`config.mk`:
```
export PLATFORM = sky130hd
export DESIGN_NAME = ckt_div
export DESIGN_NICKNAME = d
export VERILOG_FILES = /design/src/rtl/ckt_pkg.sv /design/src/rtl/ckt_div.sv
export SDC_FILE = /design/constraint.sdc
export NUM_CORES = 1
export LEC_CHECK = 0
export ABC_CLOCK_PERIOD_IN_PS = 4100
export BUFFER_PORTS_ARGS = -buffer_cell sky130_fd_sc_hd__clkbuf_2
export CAP_MARGIN = 5
export CORE_ASPECT_RATIO = 0.6
export CORE_UTILIZATION = 57
export CTS_CLUSTER_SIZE = 20
export DETAILED_ROUTE_END_ITERATION = 16
export GPL_TIMING_DRIVEN = 0
export PLACE_DENSITY = 0.81
export SETUP_SLACK_MARGIN = 0.02
export SYNTH_ARGS = -nofsm -noshare
export SYNTH_HDL_FRONTEND = slang
export SYNTH_SLANG_ARGS = --single-unit
```
`constraint.sdc`:
```
create_clock -name clock -period 4.1 [get_ports clock]
set_input_delay 0.41 -clock clock [delete_from_list [all_inputs] [get_ports clock]]
set_output_delay 0.41 -clock clock [all_outputs]
set_load 0.01 [all_outputs]
```
`src/rtl/ckt_pkg.sv`:
```
`timescale 1ns / 1ps
`default_nettype none
package ckt_pkg;

   localparam int NUM_CORNERS_DEF = 4;

   localparam int CMD_W   = 2;
   localparam int MEAS_W  = 16;
   localparam int EST_W   = 20;
   localparam int POS_W   = 21;
   localparam int CFG_W   = 24;
   localparam int CSR_IDX_W = 2;
   localparam int DIAG_W  = 24;
   localparam int OFF_W   = 25;
   localparam int SUM_W   = DIAG_W + 1;
   localparam int FRAC_W  = 16;
   localparam int KP_W    = FRAC_W + 1;
   localparam int KV_W    = 32;
   localparam int DVD_W   = OFF_W + FRAC_W;
   localparam int WIDE_W  = 64;

   localparam logic [DVD_W-1:0] GAIN_LIM = DVD_W'(64'd1 << 30);

   localparam logic [CSR_IDX_W-1:0] REG_PROCESS_NOISE     = CSR_IDX_W'(0);
   localparam logic [CSR_IDX_W-1:0] REG_MEASUREMENT_NOISE = CSR_IDX_W'(1);
   localparam logic [CSR_IDX_W-1:0] REG_INITIAL_ERROR     = CSR_IDX_W'(2);

   localparam logic [CFG_W-1:0] PROCESS_NOISE_RST     = CFG_W'(3277);
   localparam logic [CFG_W-1:0] MEASUREMENT_NOISE_RST = CFG_W'(52429);
   localparam logic [CFG_W-1:0] INITIAL_ERROR_RST     = CFG_W'(65536);

   localparam logic signed [WIDE_W-1:0] RND_HALF = WIDE_W'(64'sd1 <<< (FRAC_W - 1));
   localparam logic signed [WIDE_W-1:0] POS_HI = (64'sd1 <<< (POS_W - 1)) - 64'sd1;
   localparam logic signed [WIDE_W-1:0] POS_LO = -(64'sd1 <<< (POS_W - 1));
   localparam logic signed [WIDE_W-1:0] EST_HI = (64'sd1 <<< (EST_W - 1)) - 64'sd1;
   localparam logic signed [WIDE_W-1:0] EST_LO = -(64'sd1 <<< (EST_W - 1));
   localparam logic signed [WIDE_W-1:0] DIAG_HI = (64'sd1 <<< DIAG_W) - 64'sd1;
   localparam logic signed [WIDE_W-1:0] OFF_HI = (64'sd1 <<< (OFF_W - 1)) - 64'sd1;
   localparam logic signed [WIDE_W-1:0] OFF_LO = -(64'sd1 <<< (OFF_W - 1));

   typedef enum logic [CMD_W-1:0] {
      CMD_MEASURE = 2'd0,
      CMD_PREDICT = 2'd1,
      CMD_RESET   = 2'd2
   } cmd_type;

   typedef struct packed {
      logic init;
      logic predict;
      logic mul;
      logic correct;
   } step_type;

   function automatic logic signed [POS_W-1:0] sat_pos(input logic signed [WIDE_W-1:0] v);
      logic signed [WIDE_W-1:0] c;
      c = (v > POS_HI) ? POS_HI : ((v < POS_LO) ? POS_LO : v);
      return c[POS_W-1:0];
   endfunction

   function automatic logic signed [EST_W-1:0] sat_est(input logic signed [WIDE_W-1:0] v);
      logic signed [WIDE_W-1:0] c;
      c = (v > EST_HI) ? EST_HI : ((v < EST_LO) ? EST_LO : v);
      return c[EST_W-1:0];
   endfunction

   function automatic logic [DIAG_W-1:0] sat_diag(input logic signed [WIDE_W-1:0] v);
      logic signed [WIDE_W-1:0] c;
      c = (v > DIAG_HI) ? DIAG_HI : ((v < 64'sd0) ? 64'sd0 : v);
      return c[DIAG_W-1:0];
   endfunction

   function automatic logic signed [OFF_W-1:0] sat_off(input logic signed [WIDE_W-1:0] v);
      logic signed [WIDE_W-1:0] c;
      c = (v > OFF_HI) ? OFF_HI : ((v < OFF_LO) ? OFF_LO : v);
      return c[OFF_W-1:0];
   endfunction

endpackage
`default_nettype wire

```
`src/rtl/ckt_div.sv`:
```
`timescale 1ns / 1ps
`default_nettype none
module ckt_div (
   input  wire logic                          clock,
   input  wire logic                          reset,
   input  wire logic                          start,
   input  wire logic [ckt_pkg::DVD_W-1:0]     dividend,
   input  wire logic [ckt_pkg::SUM_W-1:0]     divisor,
   output logic [ckt_pkg::DVD_W-1:0]          quotient,
   output logic                               busy
);
   import ckt_pkg::*;

   localparam int CNT_W = $clog2(DVD_W + 1);

   logic [CNT_W-1:0] count_ff, count_in;
   logic [DVD_W-1:0] dvd_ff, dvd_in, quo_ff, quo_in;
   logic [SUM_W-1:0] rem_ff, rem_in, div_ff, div_in;
   logic [SUM_W:0]   rem_sh, rem_nx;
   logic             fits;

   always_comb begin
      rem_sh = {rem_ff, dvd_ff[DVD_W-1]};
      fits = rem_sh >= {1'b0, div_ff};
      rem_nx = fits ? (rem_sh - {1'b0, div_ff}) : rem_sh;
      count_in = count_ff;
      dvd_in = dvd_ff;
      quo_in = quo_ff;
      rem_in = rem_ff;
      div_in = div_ff;
      if (start) begin
         count_in = CNT_W'(DVD_W);
         dvd_in = dividend;
         quo_in = '0;
         rem_in = '0;
         div_in = divisor;
      end else if (count_ff != '0) begin
         count_in = count_ff - CNT_W'(1);
         dvd_in = {dvd_ff[DVD_W-2:0], 1'b0};
         quo_in = {quo_ff[DVD_W-2:0], fits};
         rem_in = rem_nx[SUM_W-1:0];
      end
   end

   always_ff @(posedge clock) begin
      if (reset) begin
         count_ff <= '0;
      end else begin
         count_ff <= count_in;
      end
      dvd_ff <= dvd_in;
      quo_ff <= quo_in;
      rem_ff <= rem_in;
      div_ff <= div_in;
   end

   assign quotient = quo_ff;
   assign busy = count_ff != '0;

endmodule
`default_nettype wire

```
==> metrics.md <==
| Metric | Value |
|---|---|
| Clk sinks | approximately 140 |
| Synth Cell Area | around 6700 sq um |
| Antenna violations before repair | 0 |
| Fin nets | between 800 and 900 |
| CORE AREA | ~11000 sq um |
| Synth cell types | 63 |
| Max Cap Viol | 0 |
| Fin util | between 70% and 80% |
| Crit path required time | between 3 and 4 ns |
| Antenna diodes | 0 |
| Ys async rst share | 0% |
| Routed WL | ~16000 microns |
| CTS tree | built |
| Final setup skew | around 0.0097 ns |
| Ys Warns | 0 |
| Worst-path fanout max | 10 |
| ANT nets after route | 0 |
| PostCTS Resize Cnt | 0 |
| CTS HTree Levels | 4 |
| Sequential-to-total area share from yosys stat | about half |
| Clk root buf | clkbuf_16 |
| CP Capture Type | output pin |
| First-pass GRT wire length | 26480 microns |
| Input/output buffers | 110 |
| Post-Synthesis Cells | between 600 and 700 |
| Max Slew Vio Count | 0 |
| CTS buffer count | 17 |
| Synth Area per Inst | just over 10 sq um |
| Ys flop type | dfxtp_1 |
| Class of the worst hold path | in2reg |
| DR vias | around 5500 |
| Initial Util | between 50 and 60% |
| Status | completed |
| Drt drc | 0 |
| Clock Tree Buf Depth | 2 |
| Dominant cell type by area after synthesis | edfxtp_1 |
| Worst skew pair latency | about 0.43 ns |
| Leak | ~3.4 nW |
| Worst Hold Launch | divisor[9] |
| Reg2Reg Depth | 13 |
| Worst hold path stage count | 1 |
| Worst r2r dst | rem_ff[8] |
| EDFF count, synth | 66 |
| R2r setup slk | 0.78 ns |
| Worst Path Arrival | roughly 3.2 ns |
| R2R Path Start | dvd_ff[40] |
| RSZ-0062 raised after global routing | false |
| FF+latch count, synth | between 100 and 150 |
| Fin crit share | between 80% and 90% |
| Peak supply drop | between 0.4 and 0.5 mV |
| Top cells by count, synth | nand2_1, dfxtp_1, a21oi_1 |
| Wirelength per Cell | approximately 17 microns |
| Sum Neg Setup Slack | 0 ns |
| PD cells | approximately 660 nW/um^2 |
| Pre-antenna DRT Iters | 6 |
| Post-synth net total | 752 |
| Slew of the pin with the lowest slew margin | 0.7258 ns |
| Fmax | ~0.28 GHz |
| Period minus WS final | approximately 3.6 ns |
| Pin count of the biggest net entering global routing | 27 |
| IO Count | ~110 |
| Number of hold violations in the final report | 0 |
| Hold buffers post-CTS | 0 |
| Crit Path Class | reg2out |
| Final setup fails | 0 |
| Postcts setup bufs | 0 |
| GRT overflow | 0 |
| Setup crit start kind | flip-flop |
| Die Wd | 141.6 microns |
| Synth area leaders | edfxtp_1, dfxtp_1, mux2_2 |
| Die Y | around 86 microns |
| Die ar. | 12140 sq um |
| Core Rows | 30 |
| Fraction of layout cells with a size suffix above 1 | between 20% and 30% |
| Count leader, synth | nand2_1 |
| Vias per std cell | approximately 5.8 |
| DRT iter0 DRCs | around 440 |
| Slew HR | approximately 52% |
| Syn-to-layout area delta | 20.02% |
| Total GRT Usage | between 20% and 30% |
| Vias in the first global route | 5410 |
| Post-DP HPWL | roughly 11000 microns |
| Yosys top cell area share | 29.75% |
| GP Congestion | 0.9283 |
| Hold endpoint | div_ff[9] |
| Clock-pin slew on the worst setup and hold paths | 0.07 ns |
through the flow:
| stage | hold WS (ns) | instance area [sq um] | worst slack, ns | power, mW | instances |
|---|---|---|---|---|---|
| 6_report | 0.1569 | 7996 | 0.4867 | 5.256 | 958 |
| 5_1_grt | 0.1476 | 7996 | 0.4117 | 5.515 | 958 |
| 3_3_place_gp | 0.4511 | 7413 | 0.5744 | 3.636 | 925 |
| 2_1_floorplan | 0.4489 | 6663 | 1.272 | 3.269 | 655 |
| 3_5_place_dp | 0.4616 | 7441 | 0.8636 | 3.736 | 926 |
| 4_1_cts | 0.1480 | 7996 | 0.5924 | 5.215 | 958 |
cells by family (layout without fill, tap and decap cells):
group,count (synthesis),in the layout,share of synthesized area (%)
AO/OA/AOI/OAI,152,152,15.02
XOR/XNOR,19,19,2.498
adder cells (fa/ha/maj),28,28,5.371
buffers and inverters,67,210,4.150
flip-flops,138,138,51.38
multiplexers,46,46,7.756
AND/OR/NAND/NOR,205,205,13.82
sequential cells by signal, summed over array words and instances (netlist names):
name,cells
dvd_ff,41
quotient,41
div_ff,25
rem_ff,25
count_ff,6
where the power goes:
part / leakage [nW] / switching (mW) / internal [mW]
logic: 1.82 / 1.14 / 0.821
registers: 1.26 / 0.145 / 1.69
clock network: 0.282 / 0.641 / 0.824
total: 3.36 / 1.92 / 3.33
critical path, stage by stage, from the launching register on:
cell      delay (ns)
dfxtp_1         0.38
inv_1           0.08
ha_1            0.20
and3_1          0.15
clkbuf_1        0.31
inv_1           0.31
clkbuf_1        0.50
clkbuf_1        0.59
clkbuf_2        0.25
area by class of cell:
| cell class | instances | area, sq um |
|---|---|---|
| clock buffers | 19 | 454.2 |
| fillers | 844 | 3339 |
| flip-flops and latches | 138 | 3423 |
| multi-input cells | 450 | 2963 |
| repair buffers | 111 | 578.1 |
| clock inverters | 13 | 101.3 |
| inverters | 33 | 123.9 |
| plain buffers | 34 | 152.6 |
| well taps | 160 | 200.2 |
cells in the final DEF, fill, tap and decap left out, types with 27 or more instances in the layout:
| cell | count |
|---|---|
| edfxtp_1 | 66 |
| nand2_1 | 94 |
| nor2_1 | 47 |
| mux2_2 | 41 |
| a21oi_1 | 71 |
| dfxtp_1 | 72 |
| clkbuf_1 | 28 |
| ha_1 | 27 |
| inv_1 | 33 |
| clkbuf_2 | 110 |
routing by layer:
metal  wire length, microns  share of wire (%)  track usage (%)
met5                      0                  0                0
met2                   7428                 45            44.29
met4                    205                1.3            9.580
met3                   1721                 11            10.44
met1                   6998                 43            36.86
how the worst max path moves through the flow:
stage	cells after the start	to	slack, ns	from
finish	8	busy	0.49	count_ff[0]
floorplan	12	rem_ff[20]	1.27	dvd_ff[40]
detailed placement	14	rem_ff[6]	0.86	dvd_ff[40]
global placement	8	dvd_ff[30]	0.57	count_ff[0]
CTS	8	busy	0.59	count_ff[0]
global route	8	busy	0.41	count_ff[0]
Note: power is estimated with default switching activity, not from simulation.
