==> src/rtl/ckt_pkg.sv <==
`timescale 1ns / 1ps
`default_nettype none
package ckt_pkg;

   localparam int NUM_CORNERS_DEF = 4;

   localparam int CMD_W   = 2;
   localparam int MEAS_W  = 16;
   localparam int EST_W   = 20;
   localparam int POS_W   = 21;
   localparam int CFG_W   = 24;
   localparam int CSR_IDX_W = 2;
   localparam int DIAG_W  = 24;
   localparam int OFF_W   = 25;
   localparam int SUM_W   = DIAG_W + 1;
   localparam int FRAC_W  = 16;
   localparam int KP_W    = FRAC_W + 1;
   localparam int KV_W    = 32;
   localparam int DVD_W   = OFF_W + FRAC_W;
   localparam int WIDE_W  = 64;

   localparam logic [DVD_W-1:0] GAIN_LIM = DVD_W'(64'd1 << 30);

   localparam logic [CSR_IDX_W-1:0] REG_PROCESS_NOISE     = CSR_IDX_W'(0);
   localparam logic [CSR_IDX_W-1:0] REG_MEASUREMENT_NOISE = CSR_IDX_W'(1);
   localparam logic [CSR_IDX_W-1:0] REG_INITIAL_ERROR     = CSR_IDX_W'(2);

   localparam logic [CFG_W-1:0] PROCESS_NOISE_RST     = CFG_W'(3277);
   localparam logic [CFG_W-1:0] MEASUREMENT_NOISE_RST = CFG_W'(52429);
   localparam logic [CFG_W-1:0] INITIAL_ERROR_RST     = CFG_W'(65536);

   localparam logic signed [WIDE_W-1:0] RND_HALF = WIDE_W'(64'sd1 <<< (FRAC_W - 1));
   localparam logic signed [WIDE_W-1:0] POS_HI = (64'sd1 <<< (POS_W - 1)) - 64'sd1;
   localparam logic signed [WIDE_W-1:0] POS_LO = -(64'sd1 <<< (POS_W - 1));
   localparam logic signed [WIDE_W-1:0] EST_HI = (64'sd1 <<< (EST_W - 1)) - 64'sd1;
   localparam logic signed [WIDE_W-1:0] EST_LO = -(64'sd1 <<< (EST_W - 1));
   localparam logic signed [WIDE_W-1:0] DIAG_HI = (64'sd1 <<< DIAG_W) - 64'sd1;
   localparam logic signed [WIDE_W-1:0] OFF_HI = (64'sd1 <<< (OFF_W - 1)) - 64'sd1;
   localparam logic signed [WIDE_W-1:0] OFF_LO = -(64'sd1 <<< (OFF_W - 1));

   typedef enum logic [CMD_W-1:0] {
      CMD_MEASURE = 2'd0,
      CMD_PREDICT = 2'd1,
      CMD_RESET   = 2'd2
   } cmd_type;

   typedef struct packed {
      logic init;
      logic predict;
      logic mul;
      logic correct;
   } step_type;

   function automatic logic signed [POS_W-1:0] sat_pos(input logic signed [WIDE_W-1:0] v);
      logic signed [WIDE_W-1:0] c;
      c = (v > POS_HI) ? POS_HI : ((v < POS_LO) ? POS_LO : v);
      return c[POS_W-1:0];
   endfunction

   function automatic logic signed [EST_W-1:0] sat_est(input logic signed [WIDE_W-1:0] v);
      logic signed [WIDE_W-1:0] c;
      c = (v > EST_HI) ? EST_HI : ((v < EST_LO) ? EST_LO : v);
      return c[EST_W-1:0];
   endfunction

   function automatic logic [DIAG_W-1:0] sat_diag(input logic signed [WIDE_W-1:0] v);
      logic signed [WIDE_W-1:0] c;
      c = (v > DIAG_HI) ? DIAG_HI : ((v < 64'sd0) ? 64'sd0 : v);
      return c[DIAG_W-1:0];
   endfunction

   function automatic logic signed [OFF_W-1:0] sat_off(input logic signed [WIDE_W-1:0] v);
      logic signed [WIDE_W-1:0] c;
      c = (v > OFF_HI) ? OFF_HI : ((v < OFF_LO) ? OFF_LO : v);
      return c[OFF_W-1:0];
   endfunction

endpackage
`default_nettype wire

==> src/rtl/ckt_lane.sv <==
`timescale 1ns / 1ps
`default_nettype none
module ckt_lane (
   input  wire logic                                clock,
   input  wire ckt_pkg::step_type                   step,
   input  wire logic [ckt_pkg::MEAS_W-1:0]          meas,
   input  wire logic [ckt_pkg::KP_W-1:0]            kp,
   input  wire logic signed [ckt_pkg::KV_W-1:0]     kv,
   output logic signed [ckt_pkg::POS_W-1:0]         pos
);
   import ckt_pkg::*;

   localparam int E_W  = POS_W + 1;
   localparam int PP_W = KP_W + 1 + E_W;
   localparam int PV_W = KV_W + E_W;

   logic signed [POS_W-1:0] pos_ff, pos_in, vel_ff, vel_in;
   logic signed [PP_W-1:0]  prod_p_ff, prod_p_in;
   logic signed [PV_W-1:0]  prod_v_ff, prod_v_in;
   logic signed [E_W-1:0]   err;

   always_comb begin
      err = $signed({{(E_W - MEAS_W){1'b0}}, meas}) - $signed({pos_ff[POS_W-1], pos_ff});
      pos_in = pos_ff;
      vel_in = vel_ff;
      prod_p_in = prod_p_ff;
      prod_v_in = prod_v_ff;
      if (step.init) begin
         pos_in = $signed({{(POS_W - MEAS_W){1'b0}}, meas});
         vel_in = '0;
      end else if (step.predict) begin
         pos_in = sat_pos(WIDE_W'(pos_ff) + WIDE_W'(vel_ff));
      end else if (step.mul) begin
         prod_p_in = $signed({1'b0, kp}) * err;
         prod_v_in = kv * err;
      end else if (step.correct) begin
         pos_in = sat_pos(WIDE_W'(pos_ff) + ((WIDE_W'(prod_p_ff) + RND_HALF) >>> FRAC_W));
         vel_in = sat_pos(WIDE_W'(vel_ff) + ((WIDE_W'(prod_v_ff) + RND_HALF) >>> FRAC_W));
      end
   end

   always_ff @(posedge clock) begin
      pos_ff <= pos_in;
      vel_ff <= vel_in;
      prod_p_ff <= prod_p_in;
      prod_v_ff <= prod_v_in;
   end

   assign pos = pos_ff;

endmodule
`default_nettype wire

==> config.mk <==
export PLATFORM = sky130hd
export DESIGN_NAME = ckt_lane
export DESIGN_NICKNAME = d
export VERILOG_FILES = /design/src/rtl/ckt_pkg.sv /design/src/rtl/ckt_lane.sv
export SDC_FILE = /design/constraint.sdc
export NUM_CORES = 2
export LEC_CHECK = 0
export BUFFER_PORTS_ARGS = -buffer_cell sky130_fd_sc_hd__buf_2
export CORE_MARGIN = 5
export CORE_UTILIZATION = 55
export CTS_CLUSTER_DIAMETER = 30
export DETAILED_ROUTE_END_ITERATION = 6
export GPL_ROUTABILITY_DRIVEN = 0
export PLACE_DENSITY = 0.8
export SLEW_MARGIN = 20
export SYNTH_ARGS = -nofsm -noshare
export SYNTH_HDL_FRONTEND = slang
export SYNTH_SLANG_ARGS = --single-unit
export TNS_END_PERCENT = 10
==> constraint.sdc <==
create_clock -name clock -period 10.1 [get_ports clock]
set_input_delay 2.02 -clock clock [delete_from_list [all_inputs] [get_ports clock]]
set_output_delay 2.02 -clock clock [all_outputs]
set_load 0.05 [all_outputs]
==> metrics.md <==
| Metric | Value |
|---|---|
| Vias | `between 30000 and 40000` |
| GR peak layer | `met2` |
| Violated checks | `setup timing` |
| RSZ-0062 raised after global routing | `true` |
| Synth Flop Type | `edfxtp_1` |
| Final hold vios | `0` |
| R2R Setup Slk | `around 0.67 ns` |
| CP max FO | `15` |
| Sequential fraction of the synthesis area | `roughly 6.2%` |
| Ys async rst share | `0%` |
| Syn Inst Count | `around 5300` |
| MaxCap Viol Count | `0` |
| Worst-skew pair later-pin latency | `0.38 ns` |
| FMAX | `0.0957 GHz` |
| Reg area | `0.00292 sq mm` |
| CP arrival | `about 11 ns` |
| Port bufs | `90` |
| CTS Buffer Depth | `2` |
| Drt pass-1 iters | `7` |
| Clk sinks | `between 100 and 150` |
| Top cell type's share of synthesized area | `a little under half` |
| Skew final | `roughly 0.009 ns` |
| Slowest cell on the critical path | `fa_1` |
| Clk slew on worst S/H paths | `about 0.080 ns` |
| #FFs+latches synth | `between 100 and 150` |
| Io pins | `91` |
| HP Class | `flop to flop` |
| Die Y | `302 um` |
| Reg2Reg Launch Point | `pos[1]` |
| Crit. End Element | `flop` |
| Vias per cell | `about 5.7` |
| Total global routing overflow | `0` |
| Routed Antenna Nets | `0` |
| Worst-margin pin slew | `a little under 1 ns` |
| Number of global-route vias before repair | `41004` |
| Synth unique cells | `around 80` |
| Die width | `between 300 and 400 um` |
| Post-Syn Area | `0.0470 sq mm` |
| Outcome | `finished, violations left` |
| R2R depth | `40` |
| Post-synth EDFFs | `80` |
| Final nets | `6986` |
| Clock Tree Root | `clkbuf_16` |
| Starting density of the core | `55.3%` |
| Met1 Track Usage GR | `about 38%` |
| Final Max Tran Viols | `0` |
| Largest net degree at the start of global routing | `65` |
| Initial drt markers | `around 3400` |
| GR Layer Usage met2 | `a little under half` |
| Met3 Use GR | `8.54%` |
| Max incr delay on CP | `between 0.5 and 0.6 ns` |
| Final setup margin | `-0.349 ns` |
| Syn_nets | `6774` |
| Area of the multi-input gates | `approximately 0.04 sq mm` |
| Startpoint Class | `input port` |
| Row count | `107` |
| Cts bufs inserted | `9` |
| Core area | `~0.085 sq mm` |
| Worst hold endpoint | `vel_ff[4]` |
| Detailed Place HPWL | `106000 um` |
| Endpoints failing setup | `23` |
| Share of the core filled with cells | `about three fifths` |
| Share of cells above drive strength 1 | `11.2%` |
| FF-to-FF End | `prod_v_ff[41]` |
| GRT Util Overall | `between 20 and 30%` |
| CP required | `10.24 ns` |
| Initial antenna violation count | `14` |
| Fin crit share | `103%` |
| Final wirelength | `129000 um` |
| CTS tree | `done` |
| Avg Synthesized Cell Area | `roughly 9 sq um` |
| Residual DRC | `0` |
| Fillers | `6625` |
| Final min period | `10.45 ns` |
| Hold Crit Depth | `2` |
| Main area contributors after synthesis | `fa_1 (46%), ha_1 (9.3%), inv_1 (9.1%), nand2_1 (6.7%), edfxtp_1 (5.1%)` |
| Yosys warnings | `0` |
| Avg WL per Cell | `a little under 20 um` |
| WS Path Type | `input port to flop` |
| Htree depth | `3` |
| Hold path startpoint | `vel_ff[4]` |
| Yosys top cell by area | `fa_1` |
| P&R area growth vs syn | `11.0%` |
| Die Area | `around 0.09 sq mm` |
| Most used cell, CP | `fa_1` |
| Worst slew margin | `around a third` |
| Global-route wire length before repair | `about 210000 um` |
-- worst max path at each step --
stage            start       endpoint  slack [ns]  cells after the start
2_1_floorplan  meas[1]  prod_p_ff[33]       -0.09                     34
3_3_place_gp   meas[1]  prod_v_ff[50]       -0.75                     35
3_5_place_dp   meas[1]  prod_v_ff[50]       -0.86                     36
4_1_cts        meas[1]  prod_v_ff[49]       -0.08                     36
5_1_grt        meas[1]  prod_v_ff[41]       -0.56                     41
6_report       meas[1]  prod_v_ff[41]       -0.35                     39
-- state kept, by name (all words and copies together), names as in the netlist --
register	count
pos	21
prod_v_ff	39
prod_p_ff	25
vel_ff	21
-- area by class of cell --
type | instances | share of cell area [%]
antenna | 13 | 0.0623
sequential | 106 | 5.60
tap | 1144 | 2.74
inverter | 1148 | 8.26
multi-input combinational | 3780 | 75.7
clock inverter | 6 | 0.0935
clock buffer | 10 | 0.439
timing repair buffer | 449 | 7.09
-- per-layer routing --
layer,wire (um),up-vias
met1,49400,18805
met4,5230,6
met5,36,-
met2,58200,2211
li1,-,16422
met3,16400,423
-- cell usage after synthesis (all sizes together), types with 18 or more instances --
cell type	n
inv	1146
fa	1073
nand2	839
ha	349
and2	271
clkbuf	224
nor2	166
xnor2	158
a21oi	122
o21ai	88
nor3	85
edfxtp	80
nand3	66
a21o	61
nand2b	61
xor2	58
nor2b	50
o21a	37
nand4	31
a211oi	27
a31oi	27
dfxtp	26
buf	24
and3	21
o211ai	18
o21bai	18
-- through the flow --
step                area [sq um]  setup WS [ns]  hold WS, ns  std cells  setup TNS, ns
global placement           51100         -0.753        0.521       6594         -16.83
global route               52200         -0.555        0.551       6652         -10.94
floorplan                  47200        -0.0896        0.459       5282         -0.201
detailed placement         51100         -0.859        0.527       6594         -23.06
finish                     52200         -0.349        0.539       6656          -3.20
CTS                        51800        -0.0818        0.537       6634         -0.546
-- worst max-delay path: cells and delay by family --
family	cells	cell delay [ns]
AOI/OAI and AO/OA	12	2.41
xor gates and xnor gates	2	0.38
adders and majority gates	9	3.94
buffers and inverters	12	1.32
and+or+nand+nor	4	0.49
-- logic make-up (layout without fill, tap and decap cells) --
family	after synthesis	after routing	share of synthesized area (%)
simple gates	1648	1648	16.4
buf+inv	1396	1613	11.3
compound gates	488	488	6.97
mux	6	6	0.141
fa+ha+maj	1422	1422	55.0
other cells	0	13	0
xor+xnor	216	216	4.02
flops	106	106	6.22
-- what timing repair did --
| item | 4_1_cts | 5_1_grt |
|---|---|---|
| buffers inserted | 24 | 9 |
| pin swaps | 18 | 25 |
| cloned | 1 | 0 |
| gates resized for setup | 38 | 70 |
| hold endpoints to repair | 0 | 0 |
| endpoints found under the setup margin | 31 | 45 |
| hold buffers | 0 | 0 |
-- layout by cell type, fill, tap and decap left out, types with 20 or more instances in the layout --
cell      instances
buf_12           37
and2_1          264
a31oi_1          22
nand3_1          66
o21ai_0          70
a21o_1           61
edfxtp_1         80
buf_4           308
ha_1            336
nand2_1         831
inv_1          1138
xnor2_1         142
dfxtp_1          26
nor3_1           75
buf_2            88
o21a_1           36
nand2b_1         61
a211oi_1         23
fa_1           1065
nor2b_1          47
and3_1           20
a21oi_1         107
xor2_1           55
nor2_1          156
nand4_1          31
Power is left out: the tool's default activity adds up to more than one toggle a clock period on the data nets, which glitch-free logic cannot reach.
